File: src/rtl/uitoa_pkg.sv
// Shared types, constants and helpers for the unsigned-to-ASCII digit converter.
package uitoa_pkg;

    // Field widths of the external ports
    localparam int VAL_W    = 32;
    localparam int RADIX_W  = 6;
    localparam int CHAR_W   = 7;

    // Default width of the number that is converted
    localparam int VALUE_WIDTH_DEF = 32;

    // Radix limits
    localparam logic [RADIX_W-1:0] RADIX_MIN = 6'd2;
    localparam logic [RADIX_W-1:0] RADIX_MAX = 6'd36;

    // ASCII mapping constants
    localparam logic [CHAR_W-1:0] CHAR_ZERO  = 7'd48;
    localparam logic [CHAR_W-1:0] CHAR_NINE  = 7'd57;
    localparam logic [CHAR_W-1:0] CHAR_MAX   = 7'd90;
    localparam logic [CHAR_W-1:0] LETTER_GAP = 7'd7;

    // Depth of the job queue between front and back
    localparam int QDEPTH = 2;

    // One conversion job as it travels from front to back
    typedef struct packed {
        logic [VAL_W-1:0]   num;
        logic [RADIX_W-1:0] radix;
    } t_job;

    // Digit value to ASCII: '0'..'9', then 'A' onward
    function automatic logic [CHAR_W-1:0] digit_to_ascii(input logic [RADIX_W-1:0] d);
        logic [CHAR_W-1:0] c;
        c = CHAR_ZERO + {1'b0, d};
        if (c > CHAR_NINE) begin
            c = c + LETTER_GAP;
        end
        return c;
    endfunction

endpackage

File: src/rtl/uitoa_front.sv
// Front end: accepts transactions, masks the value and saturates the radix.
module uitoa_front
    import uitoa_pkg::*;
#(
    parameter int VALUE_WIDTH = VALUE_WIDTH_DEF
) (
    input  logic               i_clk,
    input  logic               i_rst_n,
    input  logic               push,
    output logic               full,
    input  logic [VAL_W-1:0]   i_value,
    input  logic [RADIX_W-1:0] i_radix,
    output logic               o_q_push,
    input  logic               i_q_full,
    output t_job               o_q_job
);

    localparam int NUM_W = (VALUE_WIDTH < VAL_W) ? VALUE_WIDTH : VAL_W;
    localparam logic [VAL_W-1:0] NUM_MASK = {VAL_W{1'b1}} >> (VAL_W - NUM_W);

    logic r_valid, n_valid;
    t_job r_job, n_job;
    t_job job_in;
    logic accept;

    // Mask the incoming value and saturate its radix
    always_comb begin
        job_in.num = i_value & NUM_MASK;
        if (i_radix < RADIX_MIN) begin
            job_in.radix = RADIX_MIN;
        end else if (i_radix > RADIX_MAX) begin
            job_in.radix = RADIX_MAX;
        end else begin
            job_in.radix = i_radix;
        end
    end

    // Holding stage: refills in the cycle it drains into the queue
    assign full     = r_valid && i_q_full;
    assign accept   = push && !full;
    assign o_q_push = r_valid && !i_q_full;
    assign o_q_job  = r_job;

    always_comb begin
        n_valid = r_valid;
        n_job   = r_job;
        if (accept) begin
            n_valid = 1'b1;
            n_job   = job_in;
        end else if (o_q_push) begin
            n_valid = 1'b0;
        end
    end

    always_ff @(posedge i_clk) begin
        if (!i_rst_n) begin
            r_valid <= 1'b0;
        end else begin
            r_valid <= n_valid;
        end
        r_job <= n_job;
    end

endmodule

File: src/rtl/uitoa_queue.sv
// Short job queue that decouples the front end from the divider back end.
module uitoa_queue
    import uitoa_pkg::*;
(
    input  logic i_clk,
    input  logic i_rst_n,
    input  logic i_push,
    input  t_job i_job,
    output logic o_full,
    input  logic i_pop,
    output logic o_empty,
    output t_job o_job
);

    localparam int PTR_W = (QDEPTH > 1) ? $clog2(QDEPTH) : 1;
    localparam int CNT_W = $clog2(QDEPTH + 1);

    t_job             r_mem [QDEPTH];
    logic [PTR_W-1:0] r_wr, r_rd;
    logic [CNT_W-1:0] r_cnt;
    logic             do_push, do_pop;

    assign o_full  = (r_cnt == CNT_W'(QDEPTH));
    assign o_empty = (r_cnt == '0);
    assign o_job   = r_mem[r_rd];
    assign do_push = i_push && !o_full;
    assign do_pop  = i_pop && !o_empty;

    // Pointer and fill tracking
    always_ff @(posedge i_clk) begin
        if (!i_rst_n) begin
            r_wr  <= '0;
            r_rd  <= '0;
            r_cnt <= '0;
        end else begin
            if (do_push) begin
                r_wr <= (r_wr == PTR_W'(QDEPTH - 1)) ? '0 : r_wr + 1'b1;
            end
            if (do_pop) begin
                r_rd <= (r_rd == PTR_W'(QDEPTH - 1)) ? '0 : r_rd + 1'b1;
            end
            if (do_push && !do_pop) begin
                r_cnt <= r_cnt + 1'b1;
            end else if (do_pop && !do_push) begin
                r_cnt <= r_cnt - 1'b1;
            end
        end
    end

    // Storage
    always_ff @(posedge i_clk) begin
        if (do_push) begin
            r_mem[r_wr] <= i_job;
        end
    end

endmodule

File: src/rtl/uitoa_back.sv
// Back end: bit-serial divider, digit stack and result output register.
module uitoa_back
    import uitoa_pkg::*;
#(
    parameter int VALUE_WIDTH = VALUE_WIDTH_DEF
) (
    input  logic              i_clk,
    input  logic              i_rst_n,
    input  logic              i_q_empty,
    input  t_job              i_q_job,
    output logic              o_q_pop,
    output logic              empty,
    input  logic              pop,
    output logic [CHAR_W-1:0] o_digit_char,
    output logic              o_last
);

    localparam int NUM_W = (VALUE_WIDTH < VAL_W) ? VALUE_WIDTH : VAL_W;
    localparam int BIT_W = $clog2(NUM_W);
    localparam int IDX_W = $clog2(NUM_W);
    localparam int CNT_W = $clog2(NUM_W + 1);

    localparam logic [1:0] S_IDLE = 2'd0;
    localparam logic [1:0] S_DIV  = 2'd1;
    localparam logic [1:0] S_EMIT = 2'd2;

    logic [1:0]         r_state;
    logic [NUM_W-1:0]   r_num;
    logic [RADIX_W-1:0] r_radix;
    logic [RADIX_W-1:0] r_rem;
    logic [BIT_W-1:0]   r_bit;
    logic [CNT_W-1:0]   r_dcnt;
    logic [IDX_W-1:0]   r_rd;
    logic [RADIX_W-1:0] r_stack [NUM_W];
    logic               r_ov;
    logic [CHAR_W-1:0]  r_char;
    logic               r_last;

    logic [RADIX_W:0]   partial;
    logic               ge;
    logic [RADIX_W:0]   diff;
    logic [RADIX_W-1:0] rem_nx;
    logic [NUM_W-1:0]   q_nx;
    logic               div_done;
    logic               ld;

    // One restoring-division step per cycle
    assign partial  = {r_rem, r_num[NUM_W-1]};
    assign ge       = (partial >= {1'b0, r_radix});
    assign diff     = partial - {1'b0, r_radix};
    assign rem_nx   = ge ? diff[RADIX_W-1:0] : partial[RADIX_W-1:0];
    assign q_nx     = {r_num[NUM_W-2:0], ge};
    assign div_done = (r_state == S_DIV) && (r_bit == BIT_W'(NUM_W - 1));

    // Handshakes
    assign o_q_pop      = (r_state == S_IDLE) && !i_q_empty;
    assign ld           = (r_state == S_EMIT) && (!r_ov || pop);
    assign empty        = !r_ov;
    assign o_digit_char = r_char;
    assign o_last       = r_last;

    // Sequencer: take a job, divide digit by digit, then unload the stack
    always_ff @(posedge i_clk) begin
        if (!i_rst_n) begin
            r_state <= S_IDLE;
            r_ov    <= 1'b0;
        end else begin
            unique case (r_state)
                S_IDLE: begin
                    if (o_q_pop) begin
                        r_state <= S_DIV;
                    end
                end
                S_DIV: begin
                    if (div_done && (q_nx == '0)) begin
                        r_state <= S_EMIT;
                    end
                end
                S_EMIT: begin
                    if (ld && (r_rd == '0)) begin
                        r_state <= S_IDLE;
                    end
                end
                default: r_state <= S_IDLE;
            endcase
            if (ld) begin
                r_ov <= 1'b1;
            end else if (pop && r_ov) begin
                r_ov <= 1'b0;
            end
        end
    end

    // Datapath registers
    always_ff @(posedge i_clk) begin
        if (o_q_pop) begin
            r_num   <= i_q_job.num[NUM_W-1:0];
            r_radix <= i_q_job.radix;
            r_rem   <= '0;
            r_bit   <= '0;
            r_dcnt  <= '0;
        end else if (r_state == S_DIV) begin
            if (div_done) begin
                r_stack[r_dcnt[IDX_W-1:0]] <= rem_nx;
                r_dcnt <= r_dcnt + 1'b1;
                r_rd   <= r_dcnt[IDX_W-1:0];
                r_num  <= q_nx;
                r_rem  <= '0;
                r_bit  <= '0;
            end else begin
                r_num <= q_nx;
                r_rem <= rem_nx;
                r_bit <= r_bit + 1'b1;
            end
        end else if (ld) begin
            r_rd <= r_rd - 1'b1;
        end
    end

    // Output register, most significant digit first
    always_ff @(posedge i_clk) begin
        if (ld) begin
            r_char <= digit_to_ascii(r_stack[r_rd]);
            r_last <= (r_rd == '0);
        end
    end

    // Checks
    a_rem_below_radix: assert property (@(posedge i_clk) disable iff (!i_rst_n)
        (r_state == S_DIV) |-> (r_rem < r_radix))
        else $error("partial remainder not below radix");

    a_digit_count: assert property (@(posedge i_clk) disable iff (!i_rst_n)
        (r_state != S_IDLE) |-> (r_dcnt <= CNT_W'(NUM_W)))
        else $error("digit count beyond value width");

    a_char_range: assert property (@(posedge i_clk) disable iff (!i_rst_n)
        r_ov |-> ((r_char >= CHAR_ZERO) && (r_char <= CHAR_MAX)))
        else $error("result character out of range");

    a_last_ends_job: assert property (@(posedge i_clk) disable iff (!i_rst_n)
        (ld && (r_rd == '0)) |=> ((r_state == S_IDLE) && r_last))
        else $error("last character did not end the job");

endmodule

File: src/rtl/unsigned_to_ascii_digits.sv
// Top level of the unsigned-to-ASCII digit converter.
//
//  Channel   Handshake         Payload
//  input     push / full       i_value[31:0], i_radix[5:0]
//  result    empty / pop       o_digit_char[6:0], o_last
//
// One bit-serial divider sets the rate: after the job is picked up, each digit takes a full
// pass over the value's bits (value width at most 32), and then the characters are unloaded.
// Reset is synchronous, active low, and clears the valid flags, queue pointers and count, and sequencer state.
// A two-entry job queue and a holding stage let new items in while a job divides.
// A stalled result holds the unload, and the next job does not start dividing until this unload ends.
module unsigned_to_ascii_digits
    import uitoa_pkg::*;
#(
    parameter int VALUE_WIDTH = VALUE_WIDTH_DEF
) (
    input  logic               i_clk,
    input  logic               i_rst_n,
    input  logic               push,
    output logic               full,
    input  logic [VAL_W-1:0]   i_value,
    input  logic [RADIX_W-1:0] i_radix,
    output logic               empty,
    input  logic               pop,
    output logic [CHAR_W-1:0]  o_digit_char,
    output logic               o_last
);

    logic q_push, q_full, q_pop, q_empty;
    t_job q_in, q_out;

    uitoa_front #(
        .VALUE_WIDTH(VALUE_WIDTH)
    ) u_front (
        .i_clk    (i_clk),
        .i_rst_n  (i_rst_n),
        .push     (push),
        .full     (full),
        .i_value  (i_value),
        .i_radix  (i_radix),
        .o_q_push (q_push),
        .i_q_full (q_full),
        .o_q_job  (q_in)
    );

    uitoa_queue u_queue (
        .i_clk   (i_clk),
        .i_rst_n (i_rst_n),
        .i_push  (q_push),
        .i_job   (q_in),
        .o_full  (q_full),
        .i_pop   (q_pop),
        .o_empty (q_empty),
        .o_job   (q_out)
    );

    uitoa_back #(
        .VALUE_WIDTH(VALUE_WIDTH)
    ) u_back (
        .i_clk        (i_clk),
        .i_rst_n      (i_rst_n),
        .i_q_empty    (q_empty),
        .i_q_job      (q_out),
        .o_q_pop      (q_pop),
        .empty        (empty),
        .pop          (pop),
        .o_digit_char (o_digit_char),
        .o_last       (o_last)
    );

endmodule
File: config.mk
export PLATFORM = sky130hd
export DESIGN_NAME = unsigned_to_ascii_digits
export DESIGN_NICKNAME = d
export VERILOG_FILES = /design/src/rtl/uitoa_pkg.sv /design/src/rtl/uitoa_front.sv /design/src/rtl/uitoa_queue.sv /design/src/rtl/uitoa_back.sv /design/src/rtl/unsigned_to_ascii_digits.sv
export SDC_FILE = /design/constraint.sdc
export NUM_CORES = 1
export LEC_CHECK = 0
export BUFFER_PORTS_ARGS = -buffer_cell sky130_fd_sc_hd__buf_2
export CORE_UTILIZATION = 58
export CTS_BUF_LIST = sky130_fd_sc_hd__clkbuf_4 sky130_fd_sc_hd__clkbuf_8
export CTS_CLUSTER_DIAMETER = 60
export DETAILED_ROUTE_END_ITERATION = 6
export PLACE_DENSITY = 0.78
export SLEW_MARGIN = 20
export SYNTH_ARGS = -nofsm -noshare
export SYNTH_HDL_FRONTEND = slang
export SYNTH_SLANG_ARGS = --single-unit
File: constraint.sdc
create_clock -name i_clk -period 3.7 [get_ports i_clk]
set_clock_uncertainty 0.2 [all_clocks]
set_input_delay 0.74 -clock i_clk [delete_from_list [all_inputs] [get_ports i_clk]]
set_output_delay 0.74 -clock i_clk [all_outputs]
set_load 0.01 [all_outputs]
Word level (Yosys, flattened, before mapping). Memory sizes are Yosys's and may differ from the RTL's. A register that Yosys moved wholly into a read port is not among the register bits. Cells that the tools add are included. W data, S select, Z words.

Div/mod/pow operators: 0. Equality and inequality tests: 8. Multiplexer cells: 31. Reductions and logical operators: 33. Bitwise operators: 1. Add/subtract/negate cells: 10. Multiply operators: 0. Magnitude comparators: 4. Shift operators: 0.

Operator list (number): $mux W32 (2); $logic_not A32 Y1 (1); $mux W5 (5); $mux W6 (3); $mux W1 (14); $logic_and A1 B1 Y1 (13); $mux W2 (5); $reduce_bool A2 Y1 (5); $add A6 B6 Y7 const A (1); $add A7 B3 Y7 const B (1); $ge A7 B6 Y1 (1); $gt A7 B6 Y1 const B (1); $mux W7 (1); $add A6 B1 Y6 const B (1); $gt A6 B6 Y1 const B (1); $logic_not A1 Y1 (6); $lt A6 B2 Y1 const B (1); $pmux W2 S3 (1); $reduce_and A3 Y1 (2); $sub A6 B6 Y6 (1); $add A5 B1 Y5 const B (1); $eq A5 B5 Y1 const B (1); $logic_not A5 Y1 (1); $sub A5 B1 Y5 const B (1); 12 further kinds (17).

Memory bits (read-only): 0. Memory bits (writable): 268. Bits in registers: 114. Word-level logic and storage cells: 106. Bits of input ports: 42. Memories: 2. Latch bits: 0.

Memories: u_back.r_stack (words 32, bits a word 6, read ports 1, clocked after Yosys merged registers in 1, write ports 1, RTL line uitoa_back.sv:34) `logic [RADIX_W-1:0] r_stack [NUM_W];`; u_queue.r_mem (words 2, bits a word 38, read ports 1, clocked after Yosys merged registers in 1, write ports 1, RTL line uitoa_queue.sv:18) `t_job r_mem [QDEPTH];`.

Logic depth before layout (Yosys ltp). Gate-level depths: netlist of the first run.

Word-level depth: 8. Depth in mapped cells: 14. Gate-level depth less buffers: 11.

Cells and area by module. A second synthesis of the first run with hierarchy kept.

Cell total of the unflattened synthesis: 951. Area total of the unflattened synthesis: 15501.1 um2.

Modules (own cells, without submodules): uitoa_back (seq. area each 7777.5 um2, times used 1, cells an instance 754, area an instance 11262.1 um2); uitoa_queue (seq. area each 2382.3 um2, times used 1, cells an instance 143, area an instance 2971.6 um2); uitoa_front (seq. area each 1161.1 um2, times used 1, cells an instance 54, area an instance 1267.5 um2).

Least setup slack after synthesis of the first run. Ideal clock, no wire load.

Path type: register to register. Start point: register u_back.r_radix[1]. End point: memory u_back.r_stack[0][0], data pin. Setup time: 0.392 ns. Clock period less this slack: 3.490 ns. Setup slack: 0.210 ns. Arrival: 2.897 ns. Data required time: 3.108 ns. Cell stages (with the launch flop): 11. Cell sequence: edfxtp_1 inv_1 ha_1 nor2b_1 o21ai_0 a21boi_1 o21a_1 o21ai_0 nor2b_1 clkbuf_1 mux2i_1.

Cells in the longest elaborated chain, start to end: 2.

RTL lines: from (decl) (RTL line uitoa_back.sv:29) `logic [RADIX_W-1:0] r_radix;`; from (signal assigned) (RTL line uitoa_back.sv:98) `r_radix <= i_q_job.radix;`; $ge A7 B6 Y1 (RTL line uitoa_back.sv:49) `assign ge = (partial >= {1'b0, r_radix});`; $mux W6 (RTL line uitoa_back.sv:51) `assign rem_nx = ge ? diff[RADIX_W-1:0] : partial[RADIX_W-1:0];`; net u_back.rem_nx[0] (RTL line uitoa_back.sv:42) `logic [RADIX_W-1:0] rem_nx;`; to (decl) (RTL line uitoa_back.sv:34).

The timed path passes the listed nets, and every way through them passes these cells.

==> flow_metrics.tcl, run 1 <==
set metrics [dict create \
    antenna_found_initial 0 \
    pre_cts_ws_ns 0.246 \
    status "complete, no violations" \
    ys_ff_latch 387 \
    initial_core_util 0.590 \
    cts_buffer_depth 3 \
    core_um2 26100 \
    grt_setup_unrepaired "false" \
    cts_setup_buffers 0 \
    rows 59 \
    cts_tree "built" \
    final_layout_size_suffix_gt1_frac 0.210 \
    crit_required_ns 3.84 \
    hold_class "in2reg" \
    diodes 0 \
    ys_seq_area_frac 0.737 \
    path_max_fanout 13 \
    vias_per_cell 5.81 \
    fmax_mhz 292 \
    hold_viol_final 0 \
    worstSkewPairLatency_ns 0.60 \
    die_x_um 165 \
    firstDrtPassIters 5 \
    worstSetupPathType "reg2reg" \
    grt_pass1_vias 8113 \
    post_cts_resized 0 \
    htree_levels 2 \
    drc_errors 0 \
    grt_usage 0.216 \
    ir_drop_mv 0.423 \
    yosysUniqueCellTypes 59 \
    numCtsBuffers 59 \
    min_period_ns 3.43 \
    die_y_um 165 \
    synth_warnings 0 \
    regArea_um2 11300 \
    rrSetupSlack_ns 0.27 \
    slew_violations 0 \
    synth_fp_nets 979 \
    tns_ns 0 \
    gp_congestion 0.838 \
    post-dp-hpwl_um 18300 \
    synth_area_per_cell_um2 16.7 \
    wl_um 28400 \
    p_leak_nw 6.04 \
    worst_slack_ns 0.273 \
    min_period_over_period 0.926 \
    via_count 8124 \
    power_density_nw_per_um2 674 \
    ant_nets 0 \
    drtIter0Drc 705 \
    critPathCaptureType "register" \
    ys.flop_type "edfxtp_1" \
    drv_cap 0 \
    grt_pass1_wl_um 43600 \
    grt_max_degree 81 \
    tightest_slew_ns 1.05 \
    die_area_um2 27100 \
    synthCells 918 \
    wl_per_cell_um 20.3 \
    synthToLayoutAreaGrowth_pct 12.4 \
    cts.clk_slew.worst_paths_ns 0.07 \
    setup_viol 0 \
    grt_overflow_total 0 \
    crit_arrival_ns 3.56 \
    netlist_area_um2 15400 \
    slew_headroom 0.299 \
    async_flop_share 0 \
    n_fill_cell 1724 \
    cts.sinks 387 \
    io_pins 52 \
    port_buffers 51 \
    ctsHoldBuffers 0 \
    cp-start-kind "register" \
    num-nets-final 1086 \
    cts_root_buf "clkbuf_8" \
    multi_input_area_um2 3770 \
    synth_edf_count 357 \
]
## area by class of cell
cell class | count | area share
Sequential cell | 387 | 0.656
Multi-Input combinational cell | 469 | 0.218
Clock buffer | 70 | 0.0533
Timing Repair Buffer | 85 | 0.0310
Tap cell | 335 | 0.0243
Clock inverter | 30 | 0.0117
Inverter | 23 | 0.00515
## stage by stage
step,instances,util,area [um^2],hold slack (ns),total power [W]
2_1_floorplan,918,-,15400,0.221,0.00765
6_report,1399,0.662,17300,0.110,0.0116
3_3_place_gp,1299,0.619,16100,0.222,0.00823
3_5_place_dp,1299,0.619,16100,0.230,0.00835
4_1_cts,1399,0.662,17300,0.0778,0.0117
5_1_grt,1399,0.662,17300,0.0706,0.0122
## placed cells by master, fill, tap and decap left out, types with 13 or more instances in the layout
| cell | netlist | final |
|---|---|---|
| edfxtp_1 | 357 | 357 |
| nor2_1 | 95 | 94 |
| mux2i_1 | 76 | 75 |
| clkbuf_8 | 0 | 63 |
| buf_2 | 8 | 51 |
| a21oi_1 | 47 | 47 |
| buf_4 | 0 | 32 |
| nand2_1 | 29 | 29 |
| dfxtp_1 | 30 | 27 |
| a22oi_1 | 23 | 23 |
| inv_1 | 22 | 21 |
| mux4_2 | 20 | 20 |
| ha_1 | 18 | 18 |
| mux2_2 | 13 | 13 |
| clkinv_2 | 0 | 13 |
## Yosys cell counts (3+ instances only)
| library cell | number | share of area |
|---|---|---|
| edfxtp_1 | 357 | 0.70 |
| nor2_1 | 95 | 0.023 |
| mux2i_1 | 76 | 0.050 |
| a21oi_1 | 47 | 0.015 |
| dfxtp_1 | 30 | 0.039 |
| nand2_1 | 29 | 0.0071 |
| a22oi_1 | 23 | 0.011 |
| inv_1 | 22 | 0.0054 |
| clkbuf_1 | 21 | 0.0051 |
| mux4_2 | 20 | 0.029 |
| ha_1 | 18 | 0.015 |
| mux2_2 | 13 | 0.0095 |
| nor2b_1 | 13 | 0.0053 |
| mux4_1 | 12 | 0.021 |
| nand3_1 | 12 | 0.0039 |
| o21ai_0 | 12 | 0.0039 |
| a22o_1 | 9 | 0.0051 |
| buf_2 | 8 | 0.0026 |
| nand2b_1 | 7 | 0.0029 |
| nor4_1 | 7 | 0.0029 |
| and2_1 | 6 | 0.0024 |
| nand4_1 | 6 | 0.0024 |
| xnor2_1 | 6 | 0.0034 |
| xor2_1 | 6 | 0.0034 |
| and3_1 | 5 | 0.0020 |
| buf_1 | 5 | 0.0012 |
| o21a_1 | 5 | 0.0024 |
| o21ai_1 | 4 | 0.0013 |
| buf_6 | 3 | 0.0022 |
| nand3b_1 | 3 | 0.0015 |
| nor3_1 | 3 | 0.00098 |
## cells by family after synthesis
logic type,Yosys count,synth area share
flops,387,0.737
buf+inv,62,0.0192
simple gates,196,0.0597
compound gates,119,0.0505
xor+xnor,12,0.00684
mux,122,0.110
fa+ha+maj,20,0.0166
## path summary, 6_finish.rpt
path | startpoint | to | cells after the start
setup reg to reg | register | u_back.o_digit_char[0] | 10
hold / removal | i_value[22] | u_front.o_q_job[28] | 1
hold reg to reg | u_front.o_q_job[17] | u_queue.r_mem[1][17] | 0
setup / recovery | register | u_back.o_digit_char[0] | 10
## worst max-delay path, cell delays in order, from the launching register on
cell and delay (ns):
dfxtp_2 0.58, buf_4 0.29, mux4_2 0.51, nand3_1 0.09, a31o_2 0.20, o2111ai_1 0.28
inv_1 0.18, ha_1 0.27, inv_1 0.16, o31ai_4 0.30, a21oi_1 0.10
## flip-flops by register name, indices dropped and copies added (netlist names), named ones only
name                 cells
u_queue.r_wr             1
u_back.r_ov              1
u_back.r_bit             5
u_back.r_radix           6
u_back.o_digit_char      7
u_front.r_valid          1
u_back.r_state           2
u_back.r_rem             6
u_queue.r_rd             1
u_back.r_dcnt            5
u_queue.r_cnt            2
u_back.r_rd              5
u_back.r_stack         192
u_front.o_q_job         38
u_queue.r_mem           76
u_back.r_num            32
u_back.o_last            1
## routing by layer
metal	wire [um]	up-vias	GRT usage
li1	-	3768	-
met1	11500	3973	0.273
met2	14500	317	0.375
met3	1570	66	0.0364
met4	813	0	0.0822
met5	0	-	0
## power breakdown
part / leakage (nW) / switching (W) / internal (W) / total [W]
Clock: 0.597 / 0.00159 / 0.00178 / 0.00337
Sequential: 3.55 / 0.000259 / 0.00606 / 0.00632
Combinational: 1.90 / 0.00141 / 0.000540 / 0.00195
Note: power is estimated with default switching activity, not from simulation.
==> run 2: changes to the inputs <==
- PLACE_DENSITY: 0.78 -> 0.85
==> flow_metrics.tcl, run 2 (synthesis gave the netlist of run 1 again) <==
set metrics [dict create \
    cts_setup_buffers 0 \
    min_period_ns 3.48 \
    slew_headroom 0.319 \
    initial_core_util 0.590 \
    pwr-share-clk 0.289 \
    post_cts_resized 0 \
    io_pins 52 \
    die_area_um2 27100 \
    crit_arrival_ns 3.75 \
    setup_viol 0 \
    grt_pass1_vias 8262 \
    numCtsBuffers 57 \
    grt_max_degree 81 \
    core_um2 26100 \
    ant_nets 0 \
    cts_buffer_depth 3 \
    timing.hold.ws_ns 0.131 \
    hold_viol_final 0 \
    via_count 8224 \
    power_density_nw_per_um2 674 \
    pwr-share-seq 0.544 \
    ctsHoldBuffers 0 \
    final_common_cell "edfxtp_1" \
    num-nets-final 1078 \
    path_max_fanout 33 \
    wl_per_cell_um 20.3 \
    htree_levels 2 \
    antenna_found_initial 0 \
    intPower_w 0.00838 \
    die_x_um 165 \
    status "complete, no violations" \
    drc_errors 0 \
    grt_usage 0.216 \
    port_buffers 51 \
    cts.clk_slew.worst_paths_ns 0.06 \
    firstDrtPassIters 6 \
    p_leak_nw 6.02 \
    crit_required_ns 3.96 \
    grt_overflow_total 0 \
    rrSetupSlack_ns 0.22 \
    swShare 0.278 \
    largest_reg_flops 192 \
    tns_ns 0 \
    grt_setup_unrepaired "false" \
    cts_tree "built" \
    worstSetupPathType "reg2reg" \
    ir_drop_mv 0.472 \
    rows 59 \
    synthToLayoutAreaGrowth_pct 12.2 \
    drv_cap 0 \
    p_sw_w 0.00323 \
    tightest_slew_ns 1.02 \
    pwr-share-comb 0.166 \
    slew_violations 0 \
    final_layout_size_suffix_gt1_frac 0.208 \
    worstSkewPairLatency_ns 0.60 \
    grt_pass1_wl_um 43700 \
    cp-start-kind "register" \
    fmax_mhz 287 \
    hold_class "in2reg" \
    cts.sinks 387 \
    min_period_over_period 0.942 \
    vias_per_cell 5.87 \
    drtIter0Drc 715 \
    layout_common_cells "357 x edfxtp_1, 94 x nor2_1, 75 x mux2i_1" \
    critPathCaptureType "register" \
    post-dp-hpwl_um 18600 \
    gp_congestion 0.862 \
    wl_um 28400 \
    cts_root_buf "clkbuf_8" \
    die_y_um 165 \
    diodes 0 \
]
run 2: cell types whose count changed in the layout (fill, tap and decap cells not counted):
cell,previous run,this run
clkbuf_4,7,14
inv_6,2,1
clkinv_1,11,14
buf_4,32,26
clkinv_2,13,12
bufinv_16,2,1
run 2: final timing paths:
| kind | startpoint | end | cells after the start |
|---|---|---|---|
| setup / recovery | u_back.r_radix[1] | u_back.r_rem[2] | 10 |
| hold / removal | i_value[17] | u_front.o_q_job[23] | 1 |
| setup reg to reg | u_back.r_radix[1] | u_back.r_rem[2] | 10 |
| hold reg to reg | u_front.o_q_job[17] | u_queue.r_mem[1][17] | 0 |
run 2: metal layers:
layer / vias up / share of wire / global-route usage / wire length [um]
met5: - / 0 / 0 / 0
met4: 0 / 0.029 / 0.0905 / 829
met3: 62 / 0.058 / 0.0465 / 1640
met2: 326 / 0.53 / 0.382 / 15100
met1: 4074 / 0.38 / 0.254 / 10900
li1: 3762 / - / - / -
run 2: metrics by stage:
stage	power [W]	setup WS, ns	area (um^2)	std cells	utilization
final	0.0116	0.216	17200	1400	0.661
after global routing	0.0121	0.00506	17200	1400	0.661
after CTS	0.0117	0.229	17200	1400	0.661
after detailed placement	0.00829	0.220	16100	1293	0.618
after global placement	0.00813	0.285	16100	1293	0.618
after floorplan	0.00765	0.210	15400	918	-
run 2: critical path, cell delays in order (launching register included):
cell,delay (ns)
edfxtp_1,0.37
inv_1,0.11
ha_1,0.24
nor2b_1,0.13
o21ai_0,0.20
a21boi_1,0.12
o21a_1,0.20
o21ai_0,0.33
nor2b_1,0.56
mux2_2,0.63
a22o_1,0.28
run 2: cell type report:
class                      count  area [um^2]
sequential                   387        11300
timing repair buffer          79          490
clock inverter                30          170
clock buffer                  77          972
tap                          335          419
inverter                      23         88.8
multi-input combinational    469         3770
fill                        1657         8820
run 2: power by group through the flow:
stage	Clock (W)	Sequential, W	Combinational (W)
6_report	0.00336	0.00633	0.00193
5_1_grt	0.00361	0.00637	0.00216
3_5_place_dp	0	0.00640	0.00189
2_1_floorplan	0	0.00627	0.00138
3_3_place_gp	0	0.00637	0.00176
4_1_cts	0.00341	0.00632	0.00192
==> run 3: changes to the inputs <==
--- a/config.mk
+++ b/config.mk
@@ -7,8 +7,10 @@
 export LEC_CHECK = 0
 export BUFFER_PORTS_ARGS = -buffer_cell sky130_fd_sc_hd__buf_2
+export CORE_ASPECT_RATIO = 1.4
 export CORE_UTILIZATION = 58
 export CTS_BUF_LIST = sky130_fd_sc_hd__clkbuf_4 sky130_fd_sc_hd__clkbuf_8
 export CTS_CLUSTER_DIAMETER = 60
 export DETAILED_ROUTE_END_ITERATION = 6
+export GPL_TIMING_DRIVEN = 0
 export PLACE_DENSITY = 0.85
 export SLEW_MARGIN = 20
--- a/constraint.sdc
+++ b/constraint.sdc
@@ -3,3 +3,3 @@
 set_input_delay 0.74 -clock i_clk [delete_from_list [all_inputs] [get_ports i_clk]]
 set_output_delay 0.74 -clock i_clk [all_outputs]
-set_load 0.01 [all_outputs]
+set_load 0.02 [all_outputs]
==> flow_metrics.tcl, run 3 (synthesis gave the netlist of run 1 again) <==
set metrics [dict create \
    slew_headroom 0.390 \
    path_max_fanout 10 \
    grt_overflow_total 0 \
    crit_arrival_ns 3.77 \
    r2r-end "u_back.o_digit_char[1]" \
    hold_viol_final 0 \
    post-dp-hpwl_um 19400 \
    drv_cap 0 \
    io_pins 52 \
    min_period_over_period 0.982 \
    drc_errors 0 \
    ir_drop_mv 0.500 \
    grt_max_degree 34 \
    cts.clk_slew.worst_paths_ns 0.06 \
    synthToLayoutAreaGrowth_pct 13.3 \
    gp_congestion 0.874 \
    core_um2 26100 \
    worstRegToRegCells 10 \
    wl_um 29600 \
    largest_reg_flops 192 \
    cp-start-kind "register" \
    cts_tree "built" \
    grt_usage 0.223 \
    numCtsBuffers 56 \
    min_period_ns 3.64 \
    layout_common_cells "357 x edfxtp_1, 94 x nor2_1, 74 x mux2i_1" \
    crit_required_ns 3.84 \
    final_common_cell "edfxtp_1" \
    fmax_mhz 275 \
    crit_end "u_back.o_digit_char[1]" \
    final_layout_size_suffix_gt1_frac 0.200 \
    grt_pass1_vias 8651 \
    initial_core_util 0.589 \
    die_x_um 140 \
    postPlaceCellArea_um2 16100 \
    cts.sinks 387 \
    design_area_um2 17400 \
    drtIter0Drc 687 \
    htree_levels 2 \
    firstDrtPassIters 5 \
    rows 70 \
    grt_pass1_wl_um 45700 \
    worstSetupPathType "reg2reg" \
    slew_violations 0 \
    hold_class "in2reg" \
    cts_root_buf "clkbuf_8" \
    rrSetupSlack_ns 0.06 \
    tightest_slew_ns 0.915 \
    die_area_um2 27200 \
    final_util 0.667 \
    antenna_found_initial 0 \
    port_buffers 51 \
    worstSkewPairLatency_ns 0.60 \
    cts_buffer_depth 3 \
    setup_viol 0 \
    diodes 0 \
    wl_per_cell_um 21.1 \
    critPathCaptureType "register" \
    power_density_nw_per_um2 686 \
    p_leak_nw 6.05 \
    num-nets-final 1093 \
    via_count 8388 \
    vias_per_cell 5.98 \
    ant_nets 0 \
    die_y_um 195 \
    status "complete, no violations" \
]
## run 3: cell types whose count changed in the layout (fill, tap and decap cells not counted), sizes merged
| cell | previous run | this run |
|---|---|---|
| inv | 25 | 23 |
| clkbuf | 77 | 105 |
| buf | 79 | 74 |
| bufinv | 1 | 2 |
| clkinv | 26 | 15 |
| clkinvlp | 1 | 4 |
## run 3: area by class of cell
cell class / instances / area (um^2)
multi-input cells: 469 / 3790
repair buffers: 57 / 360
plain buffers: 38 / 213
clock buffers: 84 / 1060
fillers: 1634 / 8700
flip-flops and latches: 387 / 11300
inverters: 23 / 88.8
well taps: 324 / 405
clock inverters: 21 / 164
## run 3: repair_timing
item                                    4_1_cts  5_1_grt
pin swaps                                     1        0
setup buffers                                 2        0
gates resized for setup                       5        5
endpoints found under the setup margin        6        5
hold buffers                                  0        0
## run 3: metal layers
| layer | track usage | up-vias | part of all wire |
|---|---|---|---|
| met5 | 0 | - | 0 |
| met4 | 0.122 | 0 | 0.050 |
| met3 | 0.0416 | 89 | 0.059 |
| met2 | 0.407 | 363 | 0.53 |
| met1 | 0.244 | 4142 | 0.36 |
| li1 | - | 3794 | - |
## run 3: worst min-delay path by stage
stage	to	cells after the start	from	slack [ns]
2_1_floorplan	u_queue.r_mem[0][0]	0	u_front.o_q_job[0]	0.22
4_1_cts	u_front.o_q_job[6]	1	i_value[0]	0.08
3_3_place_gp	u_queue.r_mem[1][22]	0	u_front.o_q_job[22]	0.22
6_report	u_front.o_q_job[6]	1	i_value[0]	0.11
5_1_grt	u_front.o_q_job[6]	1	i_value[0]	0.07
3_5_place_dp	u_queue.r_mem[1][13]	0	u_front.o_q_job[13]	0.23
## run 3: report_power, final
group	total, W	switching [W]	internal (W)	leakage [nW]
sequential	0.00627	0.000213	0.00606	3.54
clock	0.00353	0.00156	0.00197	0.630
combinational	0.00213	0.00153	0.000604	1.87
## run 3: metrics by stage
stage	cells	total power [W]	setup TNS (ns)	worst slack [ns]	hold WS (ns)
global placement	1293	0.00819	-25.59	-0.759	0.222
CTS	1404	0.0120	0	0.0452	0.0811
finish	1403	0.0119	0	0.0649	0.111
floorplan	918	0.00765	0	0.210	0.221
detailed placement	1297	0.00844	-0.800	-0.258	0.230
global route	1403	0.0124	-0.00475	-0.00475	0.0690
## run 3: critical path: stages, from the launching register on
cell,delay [ns]
dfxtp_1,0.32
buf_6,0.18
buf_8,0.20
buf_6,0.22
mux4_2,0.56
mux4_2,0.54
mux2i_2,0.31
ha_2,0.30
inv_1,0.13
o31ai_4,0.30
mux2i_1,0.10
